[src/hdl/afs_pkg.sv]
// ============================================================================
// afs_pkg
// Shared types and constants for the arming and failsafe supervisor: tick and
// result payloads, mode codes, register indexes and register reset values.
// ============================================================================
package afs_pkg;

    // mode codes
    localparam logic [1:0] MODE_DISARMED    = 2'd0;
    localparam logic [1:0] MODE_ARMED       = 2'd1;
    localparam logic [1:0] MODE_CALIBRATING = 2'd2;
    localparam logic [1:0] MODE_FAILSAFE    = 2'd3;

    // configuration register indexes
    localparam int unsigned CFG_IDX_W = 3;
    localparam int unsigned CFG_DATA_W = 32;
    localparam logic [CFG_IDX_W-1:0] REG_CAL_SWITCH_HIGH     = 3'd0;
    localparam logic [CFG_IDX_W-1:0] REG_ARM_SWITCH_HIGH     = 3'd1;
    localparam logic [CFG_IDX_W-1:0] REG_ARM_SWITCH_LOW      = 3'd2;
    localparam logic [CFG_IDX_W-1:0] REG_THROTTLE_DEAD_ZONE  = 3'd3;
    localparam logic [CFG_IDX_W-1:0] REG_DEBOUNCE_TICKS      = 3'd4;
    localparam logic [CFG_IDX_W-1:0] REG_FAILSAFE_TIMEOUT_MS = 3'd5;

    // register reset values
    localparam logic [11:0] RST_CAL_SWITCH_HIGH     = 12'd1700;
    localparam logic [11:0] RST_ARM_SWITCH_HIGH     = 12'd1700;
    localparam logic [11:0] RST_ARM_SWITCH_LOW      = 12'd1300;
    localparam logic [11:0] RST_THROTTLE_DEAD_ZONE  = 12'd1050;
    localparam logic [15:0] RST_DEBOUNCE_TICKS      = 16'd50;
    localparam logic [31:0] RST_FAILSAFE_TIMEOUT_MS = 32'd1000;

    // one control tick
    typedef struct packed {
        logic [11:0] arm_pulse;
        logic [11:0] cal_pulse;
        logic [11:0] throttle_pulse;
        logic        link_lost;
        logic [31:0] now_ms;
    } afs_in_t;

    // one result
    typedef struct packed {
        logic [1:0] mode;
        logic       do_arm;
        logic       do_disarm;
        logic       do_calibrate;
        logic       clear_loops;
        logic       motors_idle;
        logic       run_control;
    } afs_out_t;

endpackage

[src/hdl/arming_failsafe_supervisor.sv]
// ============================================================================
// arming_failsafe_supervisor
// Debounced arm/disarm, one-shot calibration before first arm, and a link
// loss failsafe that recovers to armed or disarms after a timeout.
// ============================================================================
//
//  channel   ports                          width   direction
//  -------   -----------------------------  ------  ---------
//  tick      s_valid / s_ready / s_data     69      in
//  result    m_valid / m_ready / m_data     8       out
//  config    cfg_we / cfg_addr / cfg_wdata  3 + 32  in
//
//  A tick goes through the input register and then the result register;
//  one tick is accepted every cycle unless the result stalls. The supervisor
//  state is updated in the same cycle that moves a tick from the input
//  register into the result register. A stalled result holds the result
//  register; the input register keeps taking one more tick, then s_ready
//  drops until m_ready returns. Synchronous active low reset puts the block
//  disarmed with the register reset values loaded.
//
module arming_failsafe_supervisor (
    input  logic                                     aclk,
    input  logic                                     aresetn,
    input  logic                                     s_valid,
    output logic                                     s_ready,
    input  afs_pkg::afs_in_t                         s_data,
    output logic                                     m_valid,
    input  logic                                     m_ready,
    output afs_pkg::afs_out_t                        m_data,
    input  logic                                     cfg_we,
    input  logic [afs_pkg::CFG_IDX_W-1:0]            cfg_addr,
    input  logic [afs_pkg::CFG_DATA_W-1:0]           cfg_wdata
);
    import afs_pkg::*;

    // configuration registers
    logic [11:0] cal_switch_high_reg;
    logic [11:0] arm_switch_high_reg;
    logic [11:0] arm_switch_low_reg;
    logic [11:0] throttle_dead_zone_reg;
    logic [15:0] debounce_ticks_reg;
    logic [31:0] failsafe_timeout_ms_reg;

    // pipeline registers
    logic     in_valid_reg;
    afs_in_t  in_data_reg;
    logic     out_valid_reg;
    afs_out_t out_data_reg;

    // supervisor state
    logic [1:0]  arm_mode_reg,         arm_mode_next;
    logic [15:0] arm_count_reg,        arm_count_next;
    logic [15:0] disarm_count_reg,     disarm_count_next;
    logic        cal_prev_high_reg,    cal_prev_high_next;
    logic        cal_primed_reg,       cal_primed_next;
    logic        ever_armed_reg,       ever_armed_next;
    logic [31:0] lost_since_reg,       lost_since_next;
    logic        lost_since_valid_reg, lost_since_valid_next;

    afs_out_t result_next;
    logic     advance;
    logic     fire;

    // handshake: result register frees when empty or taken
    assign advance = !out_valid_reg || m_ready;
    assign fire    = in_valid_reg && advance;
    assign s_ready = !in_valid_reg || advance;
    assign m_valid = out_valid_reg;
    assign m_data  = out_data_reg;

    // configuration writes
    always_ff @(posedge aclk) begin
        if (!aresetn) begin
            cal_switch_high_reg     <= RST_CAL_SWITCH_HIGH;
            arm_switch_high_reg     <= RST_ARM_SWITCH_HIGH;
            arm_switch_low_reg      <= RST_ARM_SWITCH_LOW;
            throttle_dead_zone_reg  <= RST_THROTTLE_DEAD_ZONE;
            debounce_ticks_reg      <= RST_DEBOUNCE_TICKS;
            failsafe_timeout_ms_reg <= RST_FAILSAFE_TIMEOUT_MS;
        end else if (cfg_we) begin
            unique case (cfg_addr)
                REG_CAL_SWITCH_HIGH:     cal_switch_high_reg     <= cfg_wdata[11:0];
                REG_ARM_SWITCH_HIGH:     arm_switch_high_reg     <= cfg_wdata[11:0];
                REG_ARM_SWITCH_LOW:      arm_switch_low_reg      <= cfg_wdata[11:0];
                REG_THROTTLE_DEAD_ZONE:  throttle_dead_zone_reg  <= cfg_wdata[11:0];
                REG_DEBOUNCE_TICKS:      debounce_ticks_reg      <= cfg_wdata[15:0];
                REG_FAILSAFE_TIMEOUT_MS: failsafe_timeout_ms_reg <= cfg_wdata;
                default: ;
            endcase
        end
    end

    // per-tick supervisor logic
    always_comb begin
        logic        cal_high;
        logic        prev_high;
        logic [15:0] cnt_inc;
        logic [31:0] since;
        logic [31:0] elapsed;

        cal_high  = in_data_reg.cal_pulse > cal_switch_high_reg;
        prev_high = cal_primed_reg ? cal_prev_high_reg : cal_high;
        cnt_inc   = '0;
        since     = lost_since_valid_reg ? lost_since_reg : in_data_reg.now_ms;
        elapsed   = in_data_reg.now_ms - since;

        arm_mode_next         = arm_mode_reg;
        arm_count_next        = arm_count_reg;
        disarm_count_next     = disarm_count_reg;
        cal_prev_high_next    = cal_prev_high_reg;
        cal_primed_next       = cal_primed_reg;
        ever_armed_next       = ever_armed_reg;
        lost_since_next       = lost_since_reg;
        lost_since_valid_next = lost_since_valid_reg;
        result_next           = '0;

        unique case (arm_mode_reg)
            MODE_DISARMED: begin
                cal_primed_next = 1'b1;
                if (!ever_armed_reg && cal_high && !prev_high) begin
                    // calibrate switch edge before first arm
                    cal_prev_high_next = 1'b1;
                    arm_mode_next      = MODE_CALIBRATING;
                end else begin
                    cal_prev_high_next = cal_high ? prev_high : 1'b0;
                    if (in_data_reg.arm_pulse > arm_switch_high_reg &&
                        in_data_reg.throttle_pulse < throttle_dead_zone_reg) begin
                        cnt_inc = arm_count_reg + 16'd1;
                        if (cnt_inc >= debounce_ticks_reg) begin
                            arm_count_next     = '0;
                            result_next.do_arm = 1'b1;
                            arm_mode_next      = MODE_ARMED;
                        end else begin
                            arm_count_next = cnt_inc;
                        end
                    end else begin
                        arm_count_next = '0;
                    end
                end
            end
            MODE_ARMED: begin
                ever_armed_next    = 1'b1;
                cal_prev_high_next = cal_high;
                if (in_data_reg.link_lost) begin
                    arm_mode_next = MODE_FAILSAFE;
                end else if (in_data_reg.arm_pulse < arm_switch_low_reg &&
                             disarm_count_reg + 16'd1 >= debounce_ticks_reg) begin
                    // debounced disarm
                    disarm_count_next       = '0;
                    result_next.do_disarm   = 1'b1;
                    result_next.clear_loops = 1'b1;
                    arm_mode_next           = MODE_DISARMED;
                end else begin
                    if (in_data_reg.arm_pulse < arm_switch_low_reg) begin
                        disarm_count_next = disarm_count_reg + 16'd1;
                    end else begin
                        disarm_count_next = '0;
                    end
                    if (in_data_reg.throttle_pulse > throttle_dead_zone_reg) begin
                        result_next.run_control = 1'b1;
                    end else begin
                        result_next.clear_loops = 1'b1;
                        result_next.motors_idle = 1'b1;
                    end
                end
            end
            MODE_CALIBRATING: begin
                result_next.do_calibrate = 1'b1;
                arm_mode_next            = MODE_DISARMED;
            end
            MODE_FAILSAFE: begin
                result_next.motors_idle = 1'b1;
                lost_since_next         = since;
                lost_since_valid_next   = 1'b1;
                if (!in_data_reg.link_lost) begin
                    lost_since_valid_next = 1'b0;
                    arm_mode_next         = MODE_ARMED;
                end else if (elapsed > failsafe_timeout_ms_reg) begin
                    lost_since_valid_next   = 1'b0;
                    result_next.do_disarm   = 1'b1;
                    result_next.clear_loops = 1'b1;
                    arm_mode_next           = MODE_DISARMED;
                end
            end
            default: ;
        endcase
        result_next.mode = arm_mode_next;
    end

    // pipeline control
    always_ff @(posedge aclk) begin
        if (!aresetn) begin
            in_valid_reg  <= 1'b0;
            out_valid_reg <= 1'b0;
        end else begin
            if (s_valid && s_ready) begin
                in_valid_reg <= 1'b1;
            end else if (fire) begin
                in_valid_reg <= 1'b0;
            end
            if (fire) begin
                out_valid_reg <= 1'b1;
            end else if (m_ready) begin
                out_valid_reg <= 1'b0;
            end
        end
    end

    // payload registers
    always_ff @(posedge aclk) begin
        if (s_valid && s_ready) begin
            in_data_reg <= s_data;
        end
        if (fire) begin
            out_data_reg <= result_next;
        end
    end

    // supervisor state update
    always_ff @(posedge aclk) begin
        if (!aresetn) begin
            arm_mode_reg         <= MODE_DISARMED;
            arm_count_reg        <= '0;
            disarm_count_reg     <= '0;
            cal_prev_high_reg    <= 1'b0;
            cal_primed_reg       <= 1'b0;
            ever_armed_reg       <= 1'b0;
            lost_since_reg       <= '0;
            lost_since_valid_reg <= 1'b0;
        end else if (fire) begin
            arm_mode_reg         <= arm_mode_next;
            arm_count_reg        <= arm_count_next;
            disarm_count_reg     <= disarm_count_next;
            cal_prev_high_reg    <= cal_prev_high_next;
            cal_primed_reg       <= cal_primed_next;
            ever_armed_reg       <= ever_armed_next;
            lost_since_reg       <= lost_since_next;
            lost_since_valid_reg <= lost_since_valid_next;
        end
    end

endmodule
[config.mk]
export PLATFORM = sky130hd
export DESIGN_NAME = arming_failsafe_supervisor
export DESIGN_NICKNAME = d
export VERILOG_FILES = /design/src/hdl/afs_pkg.sv /design/src/hdl/arming_failsafe_supervisor.sv
export SDC_FILE = /design/constraint.sdc
export NUM_CORES = 1
export LEC_CHECK = 0
export BUFFER_PORTS_ARGS = -buffer_cell sky130_fd_sc_hd__buf_2
export CELL_PAD_IN_SITES_DETAIL_PLACEMENT = 1
export CELL_PAD_IN_SITES_GLOBAL_PLACEMENT = 1
export CORE_MARGIN = 3
export CORE_UTILIZATION = 47
export DETAILED_ROUTE_END_ITERATION = 7
export PLACE_DENSITY_LB_ADDON = 0.1
export SYNTH_ARGS = -nofsm -noshare
export SYNTH_HDL_FRONTEND = slang
export SYNTH_SLANG_ARGS = --single-unit
[constraint.sdc]
create_clock -name aclk -period 6.4 [get_ports aclk]
set_input_delay 1.28 -clock aclk [delete_from_list [all_inputs] [get_ports aclk]]
set_output_delay 1.28 -clock aclk [all_outputs]
set_load 0.005 [all_outputs]
# Yosys cells after proc, flatten, opt, wreduce, memory -nomap -nowiden

Index checks and enable logic that the tools add are counted.

Register bits after elaboration: 245
Latch bits: 0
RAM bits: 0
Bits in read-only memories: 0
Bits of input ports: 109
Output and inout bits: 10
Logic and storage cells: 119
Memories kept: 0

Add/sub/neg operators: 3
Multipliers: 0
Div/mod/pow operators: 0
$lt $le $gt $ge: 8
Equal/unequal tests: 8
Shifts and indexed selects: 0
Multiplexer cells: 36
Bitwise gates (word level): 5
Reductions and logical operators: 31

Operators with widths:

| cell                  | count |
|---|---|
| $mux 16               | 4 |
| $gt 12x12->1          | 3 |
| $add 16x1->16 const B | 2 |
| $ge 16x16->1          | 2 |
| $gt 32x32->1          | 1 |
| $mux 32               | 1 |
| $sub 32x32->32        | 1 |
| $lt 12x12->1          | 2 |
| $reduce_and 2->1      | 10 |
| $mux 2                | 9 |
| $mux 1                | 17 |
| $pmux 2 s4            | 1 |
| $eq 3x2->1 const B    | 2 |
| $eq 3x3->1 const B    | 2 |
| $logic_and 1x1->1     | 6 |
| $reduce_and 3->1      | 2 |
| $reduce_bool 2->1     | 3 |
| $reduce_or 3->1       | 2 |
| $not 1->1             | 5 |
| $eq 2x2->1 const B    | 2 |
| $logic_not 1->1       | 4 |
| $pmux 1 s2            | 2 |
| $pmux 2 s2            | 1 |
| $eq 3x1->1 const B    | 1 |
| other kinds (5)       | 6 |

# Depth between registers and ports, before layout

Depth after elaboration: 6
Depth in mapped cells: 24
Gate-level depth less buffers: 22

# Worst setup path after synthesis

OpenSTA, ideal clock, no wires.

Path type: reg-to-reg
Start point: reg lost_since_valid_reg
End point: reg out_data_reg, in the netlist m_data[2] (data pin)
Library setup time: 0.254 ns
Arrival time: 4.434 ns
Data required time: 6.146 ns
Path slack: 1.712 ns
Cell stages (with the launch flop): 20
Path buffers: 2
Period minus slack after synthesis: 4.688 ns
Cells stage by stage: dfxtp_1 -> clkbuf_1 -> buf_1 -> mux2i_1 -> ha_1 -> a21oi_1 -> nand2_1 -> a221oi_2 -> a2bb2oi_1 -> o2111ai_2 -> a31o_1 -> a21oi_2 -> xnor2_1 -> ha_1 -> nand4_1 -> nor4_1 -> nand3_1 -> o211ai_1 -> a21oi_1 -> o21a_1

RTL lines:

| item                   | RTL line                          | text |
|---|---|---|
| start, declared        | arming_failsafe_supervisor.sv:58  | `logic lost_since_valid_reg, lost_since_valid_next;` |
| start signal, assigned | arming_failsafe_supervisor.sv:238 | `lost_since_valid_reg <= lost_since_valid_next;` |
| end signal, assigned   | arming_failsafe_supervisor.sv:215 | `out_data_reg <= result_next;` |
| end, declared          | arming_failsafe_supervisor.sv:48  | `afs_out_t out_data_reg;` |

==> flow_metrics.tcl <==
set metrics [dict create \
    leakagePower_nw 6.71 \
    cts_tree "built" \
    hold_viol 0 \
    ys_ff_latch 245 \
    placedCellCount 1890 \
    synth.most_common_cell "nand2_1" \
    cts_made_buffers 28 \
    clock-root-buffer "clkbuf_16" \
    whs_ns 0.469 \
    avgRoutedWirePerCell_um 18.7 \
    synth_warnings 0 \
    synthCells 1444 \
    cts_sinks 245 \
    largest_reg_flops 69 \
    synth_cell_type_count 74 \
    setup_viol 0 \
    crit_fanout 20 \
    post_cts_resize_count 0 \
    clockBufferDepth 3 \
    final_antenna_net_count 0 \
    firstDrtPassIters 5 \
    powerDensity_nw_per_um2 243 \
    relSlewSlack_pct 20.5 \
    crit_path_end_kind "register" \
    port-buffer-count 118 \
    holdCritPathClass "register to register" \
    grt_setup_unrepaired "no" \
    die_width_um 176 \
    via_per_inst 5.60 \
    synth_area_leaders "dfxtp_1, edfxtp_1, ha_1" \
    fp.dieH_um 176 \
    crit_type "register to register" \
    ys.flop_type "dfxtp_1" \
    layout.nets 1797 \
    peakVddDrop_v 0.000209 \
    synth_area_um2 13700 \
    hpwl_um 26300 \
    fin_area_um2 15400 \
    io_pins 119 \
    worst_r2r_path_depth 18 \
    grt_pass1_wl_um 59100 \
    grt_overflow 0 \
    synth.top_cells.by_count "nand2_1, dfxtp_1, ha_1" \
    crit_required_ns 6.70 \
    drtIter0Drc 523 \
    insertion_delay_ns 0.57 \
    clkTransAtPathRegs_ns 0.06 \
    wirelength_um 36300 \
    cp-start-kind "register" \
    postCtsHoldBufs 0 \
    die-area_um2 31100 \
    final_cells 1942 \
    synth.top_cell.area_share_pct 24.6 \
    dpl_cell_area_um2 14500 \
    post-synth-top-area-cell "dfxtp_1" \
    antenna_found_initial 0 \
    async_flop_share_pct 0 \
    first_global_vias 11400 \
    fin_worst_skew_ns 0.0256 \
    syn-num-nets 1699 \
    fin_setup_tns_ns 0 \
    rows 61 \
    max_slew.worst_pin.slew_ns 1.19 \
    gp_congestion 0.843 \
    grt_max_degree 110 \
    syn2layout_area_growth_pct 13.1 \
    arrival_ns 5.58 \
    min_period_ns 5.28 \
    core_area_um2 28200 \
    status "complete, no violations" \
    grt_usage_pct 23.2 \
    drive_above_1_share_pct 12.2 \
    post_cts_buffers 0 \
    drc 0 \
    drv_cap 0 \
    synth_edf_count 77 \
    max_freq_ghz 0.189 \
    yosysSeqAreaShare_pct 41.6 \
    postSynthAreaPerCell_um2 9.45 \
    hold_depth 2 \
    period_share_pct 82.5 \
    report.final.slew_viol_count 0 \
    htree_num_levels 1 \
    start_util_pct 48.3 \
    vias 10900 \
]
report_power, final:
group          internal [mW]  switching (mW)  leakage [nW]
combinational          0.212           0.297          4.16
clock                  0.909           0.659         0.432
sequential              1.65          0.0264          2.11
path summary, 6_finish.rpt:
path | endpoint | from | slack [ns]
setup reg to reg | m_data[2] | lost_since_valid_reg | 1.12
hold reg to reg | cal_switch_high_reg[8] | cal_switch_high_reg[8] | 0.47
setup / recovery | m_data[2] | lost_since_valid_reg | 1.12
hold / removal | cal_switch_high_reg[8] | cal_switch_high_reg[8] | 0.47
cell type report:
cell class / count / area (um^2)
well taps: 378 / 473
inverters: 102 / 383
clock inverters: 8 / 93.8
repair buffers: 122 / 623
multi-input cells: 1043 / 7390
diodes: 1 / 2.50
fillers: 3246 / 12800
clock buffers: 43 / 807
flip-flops and latches: 245 / 5680
logic make-up (layout without fill, tap and decap cells):
group / Yosys count / after routing / share of synthesized area, %
buffers and inverters: 156 / 275 / 4.41
other: 0 / 1 / 0
adder cells (fa/ha/maj): 146 / 146 / 13.4
XOR/XNOR: 57 / 57 / 3.66
flip-flops: 245 / 245 / 41.6
multiplexers: 31 / 31 / 2.27
AND/OR/NAND/NOR: 444 / 444 / 15.0
AO/OA/AOI/OAI: 365 / 365 / 19.7
layout by cell type, fill, tap and decap left out, types with 10 or more instances in the layout:
cell type | Yosys | routed
a21oi_1 | 64 | 64
o211ai_1 | 32 | 32
o211a_1 | 31 | 31
mux2i_1 | 31 | 31
dfxtp_1 | 168 | 167
nand3_1 | 27 | 27
nand2_1 | 257 | 257
inv_1 | 102 | 102
buf_2 | 3 | 117
a32o_1 | 10 | 10
o21ai_0 | 30 | 30
a22o_1 | 13 | 13
xnor2_1 | 33 | 33
clkbuf_1 | 46 | 10
a21o_1 | 40 | 40
nor3_1 | 11 | 10
edfxtp_1 | 77 | 77
a21boi_0 | 73 | 73
and2_1 | 20 | 19
nand4_1 | 23 | 23
ha_1 | 145 | 145
o21a_1 | 18 | 18
clkbuf_16 | 0 | 28
xor2_1 | 24 | 24
nor2b_1 | 17 | 16
nor2_1 | 37 | 37
stage by stage:
| stage | worst slack, ns | power (mW) | utilization (%) |
|---|---|---|---|
| 2_1_floorplan | 1.71 | 2.04 | - |
| 5_1_grt | 0.615 | 3.93 | 54.7 |
| 3_3_place_gp | 1.41 | 2.19 | 51.5 |
| 4_1_cts | 1.11 | 3.79 | 54.7 |
| 3_5_place_dp | 1.15 | 2.22 | 51.5 |
| 6_report | 1.12 | 3.76 | 54.7 |
worst max-delay path, stage by stage (launching register included):
cell and delay [ns]:
dfxtp_2 0.68, buf_4 0.42, mux2i_1 0.27, ha_1 0.33, a21oi_1 0.20, nand2_1 0.11
a221oi_2 0.38, a2bb2oi_1 0.29, o2111ai_2 0.15, a31o_1 0.25, a21oi_2 0.14, xnor2_1 0.08
ha_1 0.29, nand4_1 0.22, nor4_1 0.45, nand3_1 0.20, o211ai_1 0.23, a21oi_1 0.13
o21a_1 0.20
layer usage:
metal  routed length (um)  track usage (%)  vias up
li1                     -                -     5335
met1                17000             31.9     5326
met2                17100             39.4      167
met3                 1480             2.84       46
met4                  712             5.30        0
met5                    0                0        -
No activity file was read; power rests on OpenSTA's default activity.
